## config.mk

```make
export PLATFORM = sky130hd
export DESIGN_NAME = sensor_value_false_color_map_unit
export DESIGN_NICKNAME = d
export VERILOG_FILES = /design/src/design/sfcm_pkg.sv /design/src/design/sfcm_scale.sv /design/src/design/sfcm_segment.sv /design/src/design/sfcm_shade.sv /design/src/design/sensor_value_false_color_map_unit.sv
export SDC_FILE = /design/constraint.sdc
export NUM_CORES = 1
export LEC_CHECK = 0
export BUFFER_PORTS_ARGS = -buffer_cell sky130_fd_sc_hd__buf_2
export CORE_MARGIN = 2
export CORE_UTILIZATION = 30
export CTS_CLUSTER_SIZE = 25
export DETAILED_ROUTE_END_ITERATION = 12
export GPL_ROUTABILITY_DRIVEN = 0
export PLACE_DENSITY = 0.44
export REMOVE_ABC_BUFFERS = 1
export SLEW_MARGIN = 30
export SYNTH_ARGS = -nofsm -noshare
export SYNTH_HDL_FRONTEND = slang
export SYNTH_SLANG_ARGS = --single-unit
```

## constraint.sdc

```tcl
create_clock -name clk -period 8.8 [get_ports clk]
set_input_delay 1.76 -clock clk [delete_from_list [all_inputs] [get_ports clk]]
set_output_delay 1.76 -clock clk [all_outputs]
set_load 0.01 [all_outputs]
```

## src/design/sfcm_pkg.sv

```systemverilog
// Package for the sensor value false-colour map.
// Holds the reading kinds, segment codes, stage records and fixed-point constants.
// No dependencies.
package sfcm_pkg;

	localparam logic [1:0] CMD_TEMP   = 2'd0;
	localparam logic [1:0] CMD_HUMID  = 2'd1;
	localparam logic [1:0] CMD_PRESS  = 2'd2;
	localparam logic [1:0] CMD_UNUSED = 2'd3;

	typedef enum logic [1:0] {
		KIND_DIRECT,
		KIND_DIV,
		KIND_WHITE,
		KIND_BLACK
	} kind_t;

	typedef enum logic [3:0] {
		SEG_CONST,
		SEG_L0,
		SEG_L1,
		SEG_L2,
		SEG_L3,
		SEG_L4,
		SEG_L5,
		SEG_L6,
		SEG_L7,
		SEG_L8,
		SEG_L9,
		SEG_L10,
		SEG_L11
	} seg_t;

	localparam int RECIP_SHIFT = 24;
	localparam logic [20:0] RECIP_10 = 21'(((1 << RECIP_SHIFT) + 10 - 1) / 10);
	localparam logic [20:0] RECIP_21 = 21'(((1 << RECIP_SHIFT) + 21 - 1) / 21);

	localparam int TERM_SHIFT = 16;
	localparam logic [18:0] M_108_50  = 19'((108 * 65536 + 50 - 1) / 50);
	localparam logic [18:0] M_107_50  = 19'((107 * 65536 + 50 - 1) / 50);
	localparam logic [18:0] M_235_50  = 19'((235 * 65536 + 50 - 1) / 50);
	localparam logic [18:0] M_107_100 = 19'((107 * 65536 + 100 - 1) / 100);
	localparam logic [18:0] M_108_100 = 19'((108 * 65536 + 100 - 1) / 100);

	typedef struct packed {
		kind_t              kind;
		logic               neg;
		logic [39:0]        prod;
		logic signed [15:0] v;
	} scale_t;

	typedef struct packed {
		seg_t       seg;
		logic [6:0] ofs;
		logic [7:0] r;
		logic [7:0] g;
		logic [7:0] b;
	} segm_t;

endpackage

```

## src/design/sfcm_scale.sv

```systemverilog
// First two stages: maps a reading onto the temperature scale numerator and
// multiplies by the reciprocal of the divisor. Depends on sfcm_pkg.
module sfcm_scale (
	input  logic                   clk,
	input  logic                   en_1,
	input  logic                   en_2,
	input  logic [1:0]             cmd,
	input  logic signed [15:0]     value_tenths,
	input  logic                   absent,
	output sfcm_pkg::scale_t       scale_s2
);
	import sfcm_pkg::*;

	logic signed [19:0] v_ext;
	logic signed [19:0] vp;
	logic signed [19:0] num;
	logic [18:0]        mag;
	logic [18:0]        bias;
	kind_t              kind;
	logic               div21;

	kind_t              kind_s1;
	logic               neg_s1;
	logic [18:0]        a_s1;
	logic               div21_s1;
	logic signed [15:0] v_s1;

	always_comb begin
		v_ext = 20'(value_tenths);
		vp    = (value_tenths < 16'sd1000) ? v_ext + 20'sd9900 : v_ext;
		num   = 20'sd0;
		bias  = 19'd0;
		div21 = 1'b0;
		kind  = KIND_BLACK;
		unique case (cmd)
			CMD_TEMP: begin
				kind = KIND_DIRECT;
			end
			CMD_HUMID: begin
				kind = KIND_DIV;
				num  = 20'sd4500 - v_ext * 20'sd6;
				bias = 19'd5;
			end
			CMD_PRESS: begin
				kind  = KIND_DIV;
				num   = vp * 20'sd10 - 20'sd99150;
				bias  = 19'd10;
				div21 = 1'b1;
			end
			default: kind = KIND_BLACK;
		endcase
		if (absent) begin
			kind = KIND_WHITE;
		end
		mag = num[19] ? 19'(-num) : num[18:0];
	end

	always_ff @(posedge clk) begin
		if (en_1) begin
			kind_s1  <= kind;
			neg_s1   <= num[19];
			a_s1     <= mag + bias;
			div21_s1 <= div21;
			v_s1     <= value_tenths;
		end
	end

	always_ff @(posedge clk) begin
		if (en_2) begin
			scale_s2.kind <= kind_s1;
			scale_s2.neg  <= neg_s1;
			scale_s2.prod <= 40'(a_s1) * 40'(div21_s1 ? RECIP_21 : RECIP_10);
			scale_s2.v    <= v_s1;
		end
	end

endmodule

```

## src/design/sfcm_segment.sv

```systemverilog
// Third stage: recovers the scale value t and picks its segment, offset and knot colour.
// Depends on sfcm_pkg.
module sfcm_segment (
	input  logic             clk,
	input  logic             en_3,
	input  sfcm_pkg::scale_t scale_s2,
	output sfcm_pkg::segm_t  segm_s3
);
	import sfcm_pkg::*;

	logic [15:0]        quot;
	logic signed [16:0] t;
	logic signed [16:0] diff;
	segm_t              nxt;

	always_comb begin
		quot = scale_s2.prod[RECIP_SHIFT +: 16];
		if (scale_s2.kind == KIND_DIRECT) begin
			t = 17'(scale_s2.v);
		end else if (scale_s2.neg) begin
			t = -$signed({1'b0, quot});
		end else begin
			t = $signed({1'b0, quot});
		end
		diff    = 17'sd0;
		nxt.seg = SEG_CONST;
		nxt.r   = 8'd0;
		nxt.g   = 8'd0;
		nxt.b   = 8'd0;
		if (t <= -17'sd200) begin
			nxt.seg = SEG_CONST;
		end else if (t < -17'sd150) begin
			nxt.seg = SEG_L0;  diff = t + 17'sd200;
		end else if (t == -17'sd150) begin
			nxt.r = 8'd128; nxt.b = 8'd128;
		end else if (t < -17'sd100) begin
			nxt.seg = SEG_L1;  diff = t + 17'sd150;
		end else if (t == -17'sd100) begin
			nxt.r = 8'd128; nxt.b = 8'd255;
		end else if (t < -17'sd50) begin
			nxt.seg = SEG_L2;  diff = t + 17'sd100;
		end else if (t == -17'sd50) begin
			nxt.b = 8'd255;
		end else if (t < 17'sd0) begin
			nxt.seg = SEG_L3;  diff = t + 17'sd50;
		end else if (t == 17'sd0) begin
			nxt.g = 8'd128; nxt.b = 8'd255;
		end else if (t < 17'sd50) begin
			nxt.seg = SEG_L4;  diff = t;
		end else if (t == 17'sd50) begin
			nxt.g = 8'd255;
		end else if (t < 17'sd100) begin
			nxt.seg = SEG_L5;  diff = t - 17'sd50;
		end else if (t == 17'sd100) begin
			nxt.r = 8'd255; nxt.g = 8'd255;
		end else if (t < 17'sd200) begin
			nxt.seg = SEG_L6;  diff = t - 17'sd100;
		end else if (t == 17'sd200) begin
			nxt.r = 8'd255; nxt.g = 8'd128;
		end else if (t < 17'sd300) begin
			nxt.seg = SEG_L7;  diff = t - 17'sd200;
		end else if (t == 17'sd300) begin
			nxt.r = 8'd255;
		end else if (t < 17'sd350) begin
			nxt.seg = SEG_L8;  diff = t - 17'sd300;
		end else if (t == 17'sd350) begin
			nxt.r = 8'd255; nxt.b = 8'd128;
		end else if (t < 17'sd400) begin
			nxt.seg = SEG_L9;  diff = t - 17'sd350;
		end else if (t == 17'sd400) begin
			nxt.r = 8'd255; nxt.b = 8'd255;
		end else if (t < 17'sd450) begin
			nxt.seg = SEG_L10; diff = t - 17'sd400;
		end else if (t == 17'sd450) begin
			nxt.r = 8'd128; nxt.b = 8'd128;
		end else if (t < 17'sd500) begin
			nxt.seg = SEG_L11; diff = t - 17'sd450;
		end
		if (scale_s2.kind == KIND_WHITE) begin
			nxt.seg = SEG_CONST;
			nxt.r   = 8'd255;
			nxt.g   = 8'd255;
			nxt.b   = 8'd255;
		end else if (scale_s2.kind == KIND_BLACK) begin
			nxt.seg = SEG_CONST;
			nxt.r   = 8'd0;
			nxt.g   = 8'd0;
			nxt.b   = 8'd0;
		end
		nxt.ofs = diff[6:0];
	end

	always_ff @(posedge clk) begin
		if (en_3) begin
			segm_s3 <= nxt;
		end
	end

endmodule

```

## src/design/sfcm_shade.sv

```systemverilog
// Fourth and fifth stages: scales the segment offset and assembles the colour.
// Depends on sfcm_pkg.
module sfcm_shade (
	input  logic            clk,
	input  logic            en_4,
	input  logic            en_5,
	input  sfcm_pkg::segm_t segm_s3,
	output logic [7:0]      red,
	output logic [7:0]      green,
	output logic [7:0]      blue
);
	import sfcm_pkg::*;

	logic [18:0] mul_a;
	logic [25:0] prod_a;
	logic [25:0] prod_b;

	segm_t       segm_s4;
	logic [8:0]  ta_s4;
	logic [8:0]  tb_s4;

	logic [9:0]  ta;
	logic [9:0]  tb;
	logic [9:0]  r_n;
	logic [9:0]  g_n;
	logic [9:0]  b_n;

	logic [7:0]  red_s5;
	logic [7:0]  green_s5;
	logic [7:0]  blue_s5;

	always_comb begin
		case (segm_s3.seg) inside
			SEG_L1, SEG_L4, SEG_L9, SEG_L10: mul_a = M_107_50;
			SEG_L5:                          mul_a = M_235_50;
			SEG_L6:                          mul_a = M_107_100;
			SEG_L7:                          mul_a = M_108_100;
			default:                         mul_a = M_108_50;
		endcase
		prod_a = 26'(segm_s3.ofs) * 26'(mul_a);
		prod_b = 26'(segm_s3.ofs) * 26'(M_235_50);
	end

	always_ff @(posedge clk) begin
		if (en_4) begin
			segm_s4 <= segm_s3;
			ta_s4   <= prod_a[TERM_SHIFT +: 9];
			tb_s4   <= prod_b[TERM_SHIFT +: 9];
		end
	end

	always_comb begin
		ta  = 10'(ta_s4);
		tb  = 10'(tb_s4);
		r_n = 10'(segm_s4.r);
		g_n = 10'(segm_s4.g);
		b_n = 10'(segm_s4.b);
		case (segm_s4.seg)
			SEG_L0: begin
				r_n = 10'd10 + ta;  g_n = 10'd0;   b_n = 10'd10 + ta;
			end
			SEG_L1: begin
				r_n = 10'd128;      g_n = 10'd0;   b_n = 10'd138 + ta;
			end
			SEG_L2: begin
				r_n = 10'd118 - ta; g_n = 10'd0;   b_n = 10'd255;
			end
			SEG_L3: begin
				r_n = 10'd0;        g_n = 10'd10 + ta;  b_n = 10'd255;
			end
			SEG_L4: begin
				r_n = 10'd0;        g_n = 10'd138 + ta; b_n = 10'd245 - tb;
			end
			SEG_L5: begin
				r_n = 10'd10 + ta;  g_n = 10'd255; b_n = 10'd0;
			end
			SEG_L6: begin
				r_n = 10'd255;      g_n = 10'd245 - ta; b_n = 10'd0;
			end
			SEG_L7: begin
				r_n = 10'd255;      g_n = 10'd118 - ta; b_n = 10'd0;
			end
			SEG_L8: begin
				r_n = 10'd255;      g_n = 10'd0;   b_n = 10'd10 + ta;
			end
			SEG_L9: begin
				r_n = 10'd255;      g_n = 10'd0;   b_n = 10'd138 + ta;
			end
			SEG_L10: begin
				r_n = 10'd245 - ta; g_n = 10'd0;   b_n = 10'd245 - ta;
			end
			SEG_L11: begin
				r_n = 10'd118 - ta; g_n = 10'd0;   b_n = 10'd118 - ta;
			end
			default: begin
				r_n = 10'(segm_s4.r);
				g_n = 10'(segm_s4.g);
				b_n = 10'(segm_s4.b);
			end
		endcase
	end

	always_ff @(posedge clk) begin
		if (en_5) begin
			red_s5   <= r_n[7:0];
			green_s5 <= g_n[7:0];
			blue_s5  <= b_n[7:0];
		end
	end

	assign red   = red_s5;
	assign green = green_s5;
	assign blue  = blue_s5;

endmodule

```

## src/design/sensor_value_false_color_map_unit.sv

```systemverilog
// Top level of the sensor value false-colour map.
// Instantiates sfcm_scale, sfcm_segment and sfcm_shade; depends on sfcm_pkg.
//
// Usage: each input item carries a reading (cmd, value_tenths, absent) and
// yields exactly one output item holding the colour (red, green, blue).
// Both channels use valid and ready; an item moves when both are high.
// The block is a five-stage pipeline: scale decode, reciprocal multiply,
// segment select, offset multiply and colour assembly in the output
// register. With the receiver ready, one item is taken every cycle; no
// unit is shared. Every stage stalls only while it holds an item and the
// stage after it cannot take one, so bubbles are squeezed out and in_ready
// stays high while the output register is empty. When the receiver holds
// out_ready low, the result stays on the output and up to four more items
// are still accepted before in_ready falls. Reset clears all valid bits;
// the pipeline is empty and ready straight after reset.
module sensor_value_false_color_map_unit (
	input  logic               clk,
	input  logic               arst_n,
	input  logic               in_valid,
	output logic               in_ready,
	input  logic [1:0]         cmd,
	input  logic signed [15:0] value_tenths,
	input  logic               absent,
	output logic               out_valid,
	input  logic               out_ready,
	output logic [7:0]         red,
	output logic [7:0]         green,
	output logic [7:0]         blue
);
	import sfcm_pkg::*;

	logic     vld_s1;
	logic     vld_s2;
	logic     vld_s3;
	logic     vld_s4;
	logic     vld_s5;
	logic     en_1;
	logic     en_2;
	logic     en_3;
	logic     en_4;
	logic     en_5;
	scale_t   scale_s2;
	segm_t    segm_s3;

	assign en_5 = !vld_s5 || out_ready;
	assign en_4 = !vld_s4 || en_5;
	assign en_3 = !vld_s3 || en_4;
	assign en_2 = !vld_s2 || en_3;
	assign en_1 = !vld_s1 || en_2;

	assign in_ready  = en_1;
	assign out_valid = vld_s5;

	always_ff @(posedge clk or negedge arst_n) begin
		if (!arst_n) begin
			vld_s1 <= 1'b0;
			vld_s2 <= 1'b0;
			vld_s3 <= 1'b0;
			vld_s4 <= 1'b0;
			vld_s5 <= 1'b0;
		end else begin
			if (en_1) vld_s1 <= in_valid;
			if (en_2) vld_s2 <= vld_s1;
			if (en_3) vld_s3 <= vld_s2;
			if (en_4) vld_s4 <= vld_s3;
			if (en_5) vld_s5 <= vld_s4;
		end
	end

	sfcm_scale u_scale (
		.clk          (clk),
		.en_1         (en_1),
		.en_2         (en_2),
		.cmd          (cmd),
		.value_tenths (value_tenths),
		.absent       (absent),
		.scale_s2     (scale_s2)
	);

	sfcm_segment u_segment (
		.clk      (clk),
		.en_3     (en_3),
		.scale_s2 (scale_s2),
		.segm_s3  (segm_s3)
	);

	sfcm_shade u_shade (
		.clk     (clk),
		.en_4    (en_4),
		.en_5    (en_5),
		.segm_s3 (segm_s3),
		.red     (red),
		.green   (green),
		.blue    (blue)
	);

endmodule

```

==> impl_metrics.tcl, run 1 <==
set metrics [dict create \
    met2_usage_pct 28.5 \
    worstPathArrival_ps 8360 \
    grt_pass1_vias 21200 \
    synth_top_area_share_pct 21.6 \
    dieArea_um2 88100 \
    first_iter_violations 1347 \
    first_pass_iters 6 \
    wirelength_um 71800 \
    tritoncts "done" \
    syn_area_um2 25700 \
    synth_largest_area_cell "fa_1" \
    synth_edf_count 141 \
    min_period_ps 8180 \
    setup_viol 0 \
    final_util_pct 32.9 \
    rsz0062_at_grt "no" \
    start_util_pct 30.3 \
    yosys_warnings 0 \
    synthDistinctLibCells 111 \
    fin_skew_ps 14.5 \
    vias 20300 \
    fmax_ghz 0.122 \
    cts_root_buffer "clkbuf_16" \
    grt.busiest_layer "met2" \
    final-seq-area_um2 4360 \
    route.detailed.drc 0 \
    grt_max_degree 44 \
    ioPinCount 49 \
    dp_slack_ps 96.2 \
    core-area_um2 85000 \
    diodes 0 \
    placementRows 107 \
    critPathMaxFanout 8 \
    ys.flop_type "edfxtp_1" \
    multi_input_area_um2 19400 \
    grt_usage_pct 16.6 \
    gr-usage-met3_pct 1.83 \
    synthArstFlopShare_pct 3.42 \
    critical-path-slowest-cell "fa_1" \
    synth_area_per_cell_um2 9.10 \
    fin_ws_ps 623 \
    grt_first_pass_wirelength_um 118000 \
    maxSlewHeadroom_pct 36.5 \
    end_kind "register" \
    cp-start-kind "input port" \
    antenna_left 0 \
    yosysSeqAreaShare_pct 16.9 \
    hp-class "reg2reg" \
    path_class "in2reg" \
    drive_gt1_share_pct 7.23 \
    grt-ovfl-total 0 \
    hold_violations 0 \
    cap_violations 0 \
    worstPathRequired_ps 8980 \
    drt-vias-per-instance 5.04 \
    die_w_um 297 \
    status "finished, final reports clean" \
    yosys_register_bits 146 \
    timing.setup.tns_ps 0 \
    fp.dieH_um 297 \
    synth_area_leaders "fa_1 (22%), ha_1 (18%), edfxtp_1 (16%)" \
    clkSlewWorstSetupHoldPaths_ps 60 \
    area_growth_syn_to_layout_pct 8.62 \
    clkSinkCount 146 \
    hpwl_um 59700 \
    wl_per_cell_um 17.9 \
    clk_latency_ps 450 \
    fin_crit_sh_pct 92.9 \
    tightest_slew_ps 953 \
    maxSlewViolCount 0 \
    numCtsBuffers 17 \
    yosys.cell_count.top_type "inv_1" \
    cts_buffer_depth 2 \
    grt.met1_usage_pct 22.3 \
    nNetsFinal 3532 \
    portBuffers 48 \
    synth_common_cells "inv_1 (444), ha_1 (369), fa_1 (278), nand2_1 (227), nor2_1 (170)" \
    critPathMaxStageDelay_ps 460 \
    syn_inst 2826 \
    fillers 8877 \
    h-tree-depth 4 \
    antenna_found_initial 2 \
]
## kinds of logic (layout without fill, tap and decap cells)
family	count (synthesis)	after routing	share of synthesized area, %
xor+xnor	166	166	5.65
simple gates	768	768	15.0
other cells	2	20	0.0292
fa+ha+maj	647	647	39.6
compound gates	541	541	14.1
flops	146	146	16.9
buf+inv	540	571	8.15
mux	16	16	0.632
## layer usage
metal | vias to the layer above | part of all wire [%]
met2 | 470 | 49
met1 | 10000 | 46
met5 | - | 0.033
li1 | 9682 | -
met3 | 93 | 3.5
met4 | 4 | 1.9
## repair_timing
action                                  CTS  global route
endpoints found under the setup margin    0             1
hold buffers                              0             0
gates resized for setup                   0             1
setup buffers                             0             0
## registers in the layout, indices dropped and copies added (netlist names)
signal	count
u_shade.red	8
u_scale.v_s1	16
out_valid	1
u_scale.neg_s1	1
vld_s2	1
u_scale.scale_s2	35
u_segment.segm_s3	17
vld_s4	1
u_shade.segm_s4	10
u_scale.a_s1	19
u_scale.kind_s1	2
vld_s1	1
u_shade.tb_s4	8
u_shade.blue	8
u_scale.div21_s1	1
u_shade.ta_s4	8
vld_s3	1
u_shade.green	8
## layout make-up
class	count	area share [%]
multi-input combinational	2158	69.3
sequential	146	15.6
inverter	450	6.04
tap	1144	5.12
timing repair buffer	89	1.96
clock buffer	17	1.52
clock inverter	15	0.448
## path summary, 6_finish.rpt
check	slack, ps	end	start	cells past startpoint
min in group asynchronous	1140	vld_s3	arst_n	1
worst max-delay path	620	u_scale.a_s1[15]	value_tenths[4]	30
max in group asynchronous	7490	out_valid	arst_n	1
worst min register to register	420	u_scale.scale_s2[0]	u_scale.v_s1[0]	0
worst max register to register	1190	u_scale.scale_s2[55]	u_scale.div21_s1	23
worst min-delay path	420	u_scale.scale_s2[0]	u_scale.v_s1[0]	0
## worst max-delay path: cells and delay by family
family,cells,cell delay (ps)
adder cells (fa/ha/maj),4,1330
multiplexers,1,100
AND/OR/NAND/NOR,7,1570
XOR/XNOR,3,570
buffers and inverters,4,470
AO/OA/AOI/OAI,11,2530
## cell usage in the layout, fill, tap and decap left out, types with 11 or more instances in the layout
| cell type | Yosys | layout |
|---|---|---|
| a21o_1 | 34 | 34 |
| a21oi_1 | 143 | 140 |
| a22oi_1 | 11 | 11 |
| a31oi_1 | 22 | 22 |
| and2_1 | 38 | 38 |
| and3_1 | 17 | 17 |
| buf_2 | 7 | 48 |
| buf_4 | 1 | 41 |
| clkbuf_16 | 0 | 17 |
| conb_1 | 2 | 20 |
| edfxtp_1 | 141 | 141 |
| fa_1 | 278 | 278 |
| ha_1 | 369 | 369 |
| inv_1 | 444 | 443 |
| mux2i_1 | 14 | 14 |
| nand2_1 | 227 | 225 |
| nand2b_1 | 32 | 32 |
| nand3_1 | 72 | 72 |
| nand4_1 | 18 | 18 |
| nor2_1 | 170 | 170 |
| nor2b_1 | 34 | 34 |
| nor3_1 | 40 | 39 |
| nor4_1 | 12 | 12 |
| o211ai_1 | 21 | 21 |
| o21a_1 | 23 | 23 |
| o21ai_0 | 110 | 109 |
| o22ai_1 | 22 | 22 |
| o31ai_1 | 13 | 13 |
| or2_2 | 33 | 33 |
| or3_1 | 20 | 20 |
| xnor2_1 | 120 | 120 |
| xor2_1 | 46 | 46 |
## stage by stage
step,hold slack [ps],instance area [um2],instances
global route,424,27900,4019
CTS,419,27900,4019
finish,417,27900,4019
floorplan,400,25400,2754
global placement,401,27400,3987
detailed placement,405,27400,3987
Power of run 1 is not shown: default switching activity piles up to over one toggle a cycle in this logic, so the estimate is an artifact.
==> inputs of run 2 (changes only) <==
Settings changed: PLACE_DENSITY 0.44 to 0.52.
==> impl_metrics.tcl, run 2 (same netlist as run 1, synthesis figures left out) <==
set metrics [dict create \
    clkSlewWorstSetupHoldPaths_ps 70 \
    clkSinkCount 146 \
    critPathMaxFanout 8 \
    placementRows 107 \
    worstHoldEndpoint "u_shade.segm_s4[23]" \
    grt-ovfl-total 0 \
    final_design_area_no_fill_um2 28000 \
    first_pass_iters 6 \
    dieArea_um2 88100 \
    critical-path-slowest-cell "a21oi_1" \
    nNetsFinal 3533 \
    wl_per_cell_um 16.4 \
    tightest_slew_ps 949 \
    status "finished, final reports clean" \
    final_cell_mix "inv_1 (443), ha_1 (369), fa_1 (278)" \
    area_growth_syn_to_layout_pct 8.76 \
    cp-start-kind "input port" \
    min_period_ps 8230 \
    grt_first_pass_wirelength_um 110000 \
    multi_input_area_um2 19400 \
    route.detailed.drc 0 \
    fin_crit_sh_pct 93.5 \
    rr_endpoint "u_scale.scale_s2[55]" \
    path_class "in2reg" \
    reg2regPathDepth 24 \
    fillers 8940 \
    reg2reg_slack_ps 1330 \
    maxSlewViolCount 0 \
    drive_gt1_share_pct 7.30 \
    largest_reg_flops 35 \
    place_area_um2 27400 \
    fin_ws_ps 574 \
    maxSlewHeadroom_pct 36.7 \
    final_util_pct 32.9 \
    min_from "u_segment.segm_s3[23]" \
    diodes 0 \
    cap_violations 0 \
    ioPinCount 49 \
    antenna_found_initial 0 \
    dp_slack_ps 135 \
    reg_top3 "u_scale.scale_s2 (35), u_scale.a_s1 (19), u_segment.segm_s3 (17)" \
    tritoncts "done" \
    fp.dieH_um 297 \
    final_common_cell "inv_1" \
    fmax_ghz 0.122 \
    drt-vias-per-instance 4.96 \
    hpwl_um 54300 \
    post_cts_buffers 0 \
    cts_buffer_depth 2 \
    clk_latency_ps 450 \
    final-seq-area_um2 4360 \
    wirelength_um 65800 \
    end_kind "register" \
    min_path_cells 0 \
    critPathMaxStageDelay_ps 370 \
    worstPathRequired_ps 8980 \
    timing.setup.tns_ps 0 \
    worstPathArrival_ps 8410 \
    hold_violations 0 \
    r2r-start "u_scale.div21_s1" \
    numCtsBuffers 17 \
    grt_usage_pct 15.2 \
    die_w_um 297 \
    antenna_left 0 \
    cts_root_buffer "clkbuf_16" \
    first_iter_violations 1182 \
    hp-class "reg2reg" \
    setup_viol 0 \
    cpMostUsedCell "ha_1" \
    grt_max_degree 44 \
    portBuffers 48 \
    start_util_pct 30.3 \
    top_register "u_scale.scale_s2" \
    core-area_um2 85000 \
    fin_skew_ps 12.5 \
    h-tree-depth 4 \
    vias 19900 \
    rsz0062_at_grt "no" \
    grt_pass1_vias 20300 \
]
## run 2: cell count changes in the layout (fill, tap and decap cells not counted)
cell / before / now
clkinvlp_4: 5 / 3
buf_6: 0 / 1
inv_6: 5 / 6
a211oi_2: 1 / 2
a21oi_2: 3 / 2
a211oi_1: 7 / 6
inv_2: 1 / 2
bufinv_16: 0 / 1
a21oi_1: 140 / 141
clkinv_1: 7 / 6
## run 2: what timing repair did
| action | 4_1_cts | 5_1_grt |
|---|---|---|
| hold buffers | 0 | 0 |
| resized for setup | 0 | 1 |
| endpoints found under the setup margin | 0 | 7 |
## run 2: area by class of cell
cell class              count  share of cell area (%)
clock buffers              17                    1.52
clock inverters            15                   0.532
inverters                 450                    6.04
multi-input cells        2158                    69.2
flip-flops and latches    146                    15.6
well taps                1144                    5.12
repair buffers             90                    2.00
## run 2: worst max-delay path by stage
stage                     start                to  cells after the start
3_5_place_dp    value_tenths[4]  u_scale.a_s1[15]                     31
4_1_cts         value_tenths[4]  u_scale.a_s1[15]                     31
6_report        value_tenths[4]  u_scale.a_s1[15]                     30
3_3_place_gp    value_tenths[4]  u_scale.a_s1[18]                     30
2_1_floorplan  value_tenths[10]  u_scale.a_s1[15]                     28
5_1_grt         value_tenths[4]  u_scale.a_s1[15]                     30
## run 2: critical path, delay by kind of cell
kind / cells / cell delay, ps
xor+xnor: 3 / 660
simple gates: 8 / 1760
compound gates: 10 / 2280
fa+ha+maj: 4 / 1170
mux: 1 / 90
buf+inv: 4 / 680
## run 2: layer usage
layer	wire length [um]	share of wire (%)	GRT usage (%)	up-vias
met2	31800	48	26.0	399
met3	2100	3.2	1.49	71
met1	30900	47	21.0	9787
met5	0	0	0	-
met4	921	1.4	2.79	0
li1	-	-	-	9690
## run 2: metrics by stage
stage | cells | hold slack [ps]
finish | 4020 | 411
global route | 4020 | 422
CTS | 4019 | 412
detailed placement | 3987 | 405
global placement | 3987 | 402
floorplan | 2754 | 400
Power of run 2 is left out for the same reason.
